==> src/design/c2d_pkg.sv <==
package c2d_pkg;

  localparam int unsigned LINE_DEPTH = 2560;
  localparam int unsigned LINE_AW    = 12;
  localparam int unsigned WT_DEPTH   = 1600;
  localparam int unsigned WT_AW      = 11;
  localparam int unsigned NUM_UNITS  = 8;
  localparam int unsigned NUM_SLOTS  = 5;

  localparam logic [1:0] OP_WEIGHT = 2'd0;
  localparam logic [1:0] OP_BIAS   = 2'd1;
  localparam logic [1:0] OP_SAMPLE = 2'd2;

  localparam logic [2:0] REG_WIDTH   = 3'd0;
  localparam logic [2:0] REG_HEIGHT  = 3'd1;
  localparam logic [2:0] REG_CHANS   = 3'd2;
  localparam logic [2:0] REG_KH      = 3'd3;
  localparam logic [2:0] REG_KW      = 3'd4;
  localparam logic [2:0] REG_UNITS   = 3'd5;
  localparam logic [2:0] REG_BIAS_EN = 3'd6;

  // control that travels with one tap through the MAC pipeline
  typedef struct packed {
    logic clear;
    logic vld;
    logic last;
  } mac_ctl_t;

endpackage

==> src/design/c2d_mac.sv <==
module c2d_mac (
  input  logic                    clk_i,
  input  logic                    rst_ni,
  input  c2d_pkg::mac_ctl_t       ctl_i,
  input  logic signed [15:0]      sample_i,
  input  logic signed [15:0]      weight_i,
  input  logic signed [15:0]      bias_i,
  input  logic                    bias_en_i,
  output logic                    done_o,
  output logic signed [39:0]      result_o
);
  import c2d_pkg::*;

  localparam logic signed [41:0] SatHi = 42'sh007FFFFFFFFF;
  localparam logic signed [41:0] SatLo = -42'sh008000000000;

  logic signed [31:0] prod_q;
  logic               p_vld_q;
  logic               p_last_q;
  logic signed [40:0] acc_q;
  logic signed [41:0] bias_term;
  logic signed [41:0] sum;

  always_ff @(posedge clk_i) begin
    prod_q <= sample_i * weight_i;
  end

  always_ff @(posedge clk_i or negedge rst_ni) begin
    if (!rst_ni) begin
      p_vld_q  <= 1'b0;
      p_last_q <= 1'b0;
      done_o   <= 1'b0;
      acc_q    <= '0;
    end else begin
      p_vld_q  <= ctl_i.vld;
      p_last_q <= ctl_i.vld & ctl_i.last;
      done_o   <= p_vld_q & p_last_q;
      if (ctl_i.clear) begin
        acc_q <= '0;
      end else if (p_vld_q) begin
        acc_q <= acc_q + 41'(prod_q);
      end
    end
  end

  // bias is Q8.8, move it to the .16 point of the sum
  assign bias_term = bias_en_i ? {{18{bias_i[15]}}, bias_i, 8'd0} : '0;
  assign sum       = 42'(acc_q) + bias_term;

  always_comb begin
    if (sum > SatHi) begin
      result_o = SatHi[39:0];
    end else if (sum < SatLo) begin
      result_o = SatLo[39:0];
    end else begin
      result_o = sum[39:0];
    end
  end

endmodule

==> config.mk <==
export PLATFORM = sky130hd
export DESIGN_NAME = c2d_mac
export DESIGN_NICKNAME = d
export VERILOG_FILES = /design/src/design/c2d_pkg.sv /design/src/design/c2d_mac.sv
export SDC_FILE = /design/constraint.sdc
export NUM_CORES = 1
export LEC_CHECK = 0
export BUFFER_PORTS_ARGS = -buffer_cell sky130_fd_sc_hd__buf_2
export CORE_ASPECT_RATIO = 0.9
export CORE_UTILIZATION = 60
export CTS_CLUSTER_DIAMETER = 30
export DETAILED_ROUTE_END_ITERATION = 8
export PLACE_DENSITY = 0.79
export SLEW_MARGIN = 20
export SYNTH_ARGS = -nofsm -noshare
export SYNTH_HDL_FRONTEND = slang
export SYNTH_SLANG_ARGS = --single-unit
==> constraint.sdc <==
create_clock -name clk_i -period 7.95 [get_ports clk_i]
set_clock_uncertainty 0.1 [all_clocks]
set_input_delay 1.59 -clock clk_i [delete_from_list [all_inputs] [get_ports clk_i]]
set_output_delay 1.59 -clock clk_i [all_outputs]
set_load 0.01 [all_outputs]
Word level (Yosys, flattened, before mapping)
Cells that the tools add are included.
Cells by class
  reduce and logical (&&, ||, !) cells: 1
  add/subtract/negate cells: 2
  multipliers: 1
  muxes and demuxes: 5
  order comparisons: 2
  bitwise operators: 2
Operators by type and width (number)
  2-to-1 mux 41 bit: 2
  2-to-1 mux 40 bit: 2
  adder 41 x 42 -> 42 bit: 1
  greater-than comparator 42 x 40 -> 1 bit (second input constant): 1
  < comparator 42 x 40 -> 1 bit (second input constant): 1
  2-to-1 mux 42 bit: 1
  adder 41 x 32 -> 41 bit: 1
  multiplier 16 x 16 -> 32 bit: 1
  AND 1 bit: 2
  nonzero test 2 bit: 1
Word-level totals
  register bits after elaboration: 76
  word-level logic and storage cells: 18
  output and inout port bits: 41

Longest topological paths before layout
  word-level depth: 5
  mapped depth: 25

Least setup slack after synthesis
Ideal clock, no wire load.
  path kind: input port to flip-flop
  start point: input port weight_i[15]
  end point: register prod_q[31]
  stages on the path: 22
  library setup time: 0.072 ns
  arrival: 7.427 ns
  path buffers: 1
  data required time: 7.778 ns
  slack: 0.351 ns
  path through: inv_1 clkbuf_1 nor2_1 fa_1 fa_1 fa_1 fa_1 fa_1 inv_1 fa_1 inv_1 ha_1 a21oi_1 o22ai_1 o21ai_0 a21oi_1 a2111oi_0 o21ai_0 a41oi_1 o21ai_0 a21oi_1 xnor2_1
On the way
  longest elaborated chain between the ends: 1
Ends and longest elaborated chain
  start, declared: RTL line c2d_mac.sv:6  | input logic signed [15:0] weight_i,
  multiplier 16 x 16 -> 32 bit: RTL line c2d_mac.sv:25  | prod_q <= sample_i * weight_i;
  end signal, assigned: RTL line c2d_mac.sv:25
  end, declared: RTL line c2d_mac.sv:17  | logic signed [31:0] prod_q;
Every way passes these cells.
A chain may end at the register's enable or synchronous reset.

Final worst setup path
  start point: input port sample_i[4]
  end point: register prod_q[31]
On the way
  longest elaborated chain between the ends: 1
Ends and longest elaborated chain
  start, declared: RTL line c2d_mac.sv:5  | input logic signed [15:0] sample_i,
  multiplier 16 x 16 -> 32 bit: RTL line c2d_mac.sv:25
Every way passes these cells.

==> results.py <==
metrics = {
    "placed_design": {
        "io_buffers": 94,
        "hpwlAfterDp_mm": 33.0,
        "place.gp.congestion": 0.963,
        "dp_cells": 2336,
    },
    "sta": {
        "hold_violations": 0,
        "max_freq_ghz": 0.132,
        "rsz0062_at_grt": "no",
        "finalCritPeriodShare": 0.955,
        "slew_violations": 0,
        "relSlewSlack": 0.354,
        "final-setup-viol-count": 0,
        "fin_crit_ns": 7.59,
        "worst_pin_slew_ns": 0.958,
    },
    "final_layout": {
        "regArea_sq_um": 1740,
        "drive_gt1_frac": 0.0796,
        "multi_input_area_sq_um": 13300,
        "fin_nets": 2466,
        "area_growth_pct": 7.48,
        "antenna_cells": 0,
        "fin_cells": 2352,
        "fill_cells": 2255,
    },
    "status": {
        "status": "finished, final reports clean",
    },
    "logic_synthesis": {
        "post_synth_instance_area_sq_um": 16700,
        "synth_cell_types": 75,
        "ys.warnings.count": 0,
        "yosysTopAreaCell": "fa_1",
        "synth_cells": 1918,
        "netlist_top_cells_area": "fa_1 (32%), ha_1 (12%), inv_1 (8.3%)",
        "ys.flop_type": "dfrtp_1",
        "synth_top_area_frac": 0.317,
        "synth-seq-area-share": 0.104,
        "avgSynthCellArea_sq_um": 8.69,
        "synth_edf_count": 0,
        "synth_seq_cells": 76,
        "synth_nets": 2391,
        "ys_async_sr_fraction": 0.579,
    },
    "clock_tree": {
        "clk_latency_ns": 0.34,
        "clock-root-buffer": "clkbuf_16",
        "cts_buffers": 9,
        "postCtsSetupBuffers": 0,
        "htreeDepth": 3,
        "clockBufferDepth": 2,
        "clkSinkCount": 76,
        "path_clk_slew_ns": 0.06,
        "cts_tree": "yes",
    },
    "critical_path": {
        "regToRegStartpoint": "acc_q[1]",
        "reg2regPathDepth": 11,
        "timing.rr.end": "acc_q[25]",
        "critical_path.max_stage_delay_ns": 0.56,
        "r2r_setup_slack_ns": 4.13,
        "start_kind": "input pin",
        "arrival_ns": 7.76,
        "critPathCapture": "prod_q[31]",
        "path_cells": "buf_2 > nand2_1 > fa_1 > inv_1 > fa_1 > fa_1 > fa_1 > fa_1 > inv_1 > fa_1 > inv_1 > ha_1 > buf_4 > and3_1 > nand3_1 > nor2_1 > a2111oi_0 > buf_4 > o21ai_0 > a41oi_2 > o21ai_0 > a21oi_1 > xnor2_1",
        "cp_slowest_cell": "fa_1",
        "crit_required_ns": 8.11,
        "crit_top_cell": "fa_1",
        "crit_path_end_kind": "register",
        "path_class": "input pin to register",
        "worstPathMaxFanout": 16,
        "cp-startpoint": "sample_i[4]",
    },
    "global_routing": {
        "grt_most_used_layer": "met2",
        "grt_usage": 0.291,
        "grt_pass1_wl_mm": 66.3,
        "grt_overflow": 0,
        "antenna_found_initial": 0,
        "met1_usage": 0.390,
        "use_met3": 0.0479,
        "grt_pass1_vias": 14000,
        "grt_start_max_net_pins": 53,
        "grt_util_met2": 0.486,
    },
    "hold_path": {
        "worstHoldStart": "p_last_q",
        "hold_class": "register to register",
    },
    "die": {
        "die_area_sq_um": 28500,
        "rows": 57,
        "die_w_um": 178,
        "io_pins": 95,
        "start_util": 0.613,
        "core-area_sq_um": 27200,
        "fp.dieH_um": 160,
    },
    "drt": {
        "avgViaCountPerCell": 5.71,
        "vias": 13400,
        "routed_wl_mm": 39.1,
        "drc_errors": 0,
        "drt_iter0_drc": 821,
        "drt_pass1_iterations": 7,
        "wl_per_cell_um": 16.6,
        "antenna_left": 0,
    },
    "run": {
        "maxCapViolations": 0,
    },
}
-- cells in the mapped netlist, types with 39 or more instances --
cell	count
o21ai_0	49
inv_1	368
nand2_1	182
xnor2_1	63
clkbuf_1	53
dfrtp_1	44
fa_1	264
a21o_1	39
a21oi_1	74
nor2_1	106
and2_1	149
ha_1	155
-- worst max-delay path, delay by kind of cell --
family                     cells  cell delay (ns)
AOI/OAI and AO/OA              5             1.18
xor gates and xnor gates       1             0.14
adders and majority gates      7             3.50
buffers and inverters          6             0.80
and+or+nand+nor                4             0.55
-- how the worst min path moves through the flow --
stage	cells past startpoint	to
CTS	1	done_o
floorplan	1	done_o
global route	1	done_o
global placement	1	done_o
detailed placement	1	done_o
finish	1	done_o
-- cell usage in the layout, fill, tap and decap left out, types with 19 or more instances in the layout --
cell / count
ha_1: 155
and2_1: 149
a21o_1: 39
dfxtp_1: 32
xor2_1: 28
dfrtp_1: 43
o31ai_1: 27
buf_2: 93
xnor2_1: 63
nor2_1: 106
nand2_1: 182
mux2i_1: 29
nand3_1: 21
o21ai_0: 49
fa_1: 264
nand2b_1: 19
a21oi_1: 74
buf_4: 35
inv_1: 368
-- routing by layer --
| metal | wire length, um | share of wire | up-vias |
|---|---|---|---|
| li1 | - | - | 6279 |
| met1 | 17000 | 0.44 | 6602 |
| met2 | 18500 | 0.47 | 480 |
| met3 | 2610 | 0.067 | 68 |
| met4 | 905 | 0.023 | 0 |
| met5 | 0 | 0 | - |
-- cell families (layout without fill, tap and decap cells) --
kind of cell / after synthesis / in the layout / share of synthesized area
adder cells (fa/ha/maj): 419 / 419 / 0.433
buffers and inverters: 433 / 513 / 0.0992
XOR/XNOR: 91 / 91 / 0.0478
multiplexers: 31 / 31 / 0.0188
flip-flops: 76 / 76 / 0.104
AND/OR/NAND/NOR: 549 / 549 / 0.165
AO/OA/AOI/OAI: 319 / 319 / 0.132
-- cell type report --
class,count,area share
clock buffers,12,0.0138
well taps,354,0.0247
inverters,368,0.0771
flip-flops and latches,76,0.0973
multi-input cells,1409,0.741
repair buffers,129,0.0418
clock inverters,4,0.00405
-- stage by stage --
stage / instance area [sq um] / hold slack [ns] / worst slack (ns) / utilization / setup TNS [ns]
after floorplan: 16700 / 0.328 / 0.351 / - / 0
after global placement: 17600 / 0.338 / 0.112 / 0.647 / 0
after detailed placement: 17600 / 0.372 / -0.0361 / 0.647 / -0.0361
after CTS: 17900 / 0.387 / 0.320 / 0.659 / 0
after global routing: 17900 / 0.400 / 0.0288 / 0.659 / 0
final: 17900 / 0.374 / 0.357 / 0.659 / 0
-- sequential cells by signal, indices dropped and copies added (netlist names) --
name,cells
acc_q,41
p_vld_q,1
p_last_q,1
done_o,1
prod_q,32
-- what timing repair did --
action | 4_1_cts | 5_1_grt
setup endpoints to repair | 0 | 1
resized for setup | 0 | 1
hold buffers | 0 | 0
Power is left out: the tool's default activity adds up to more than one toggle a clock period on the data nets, which glitch-free logic cannot reach.
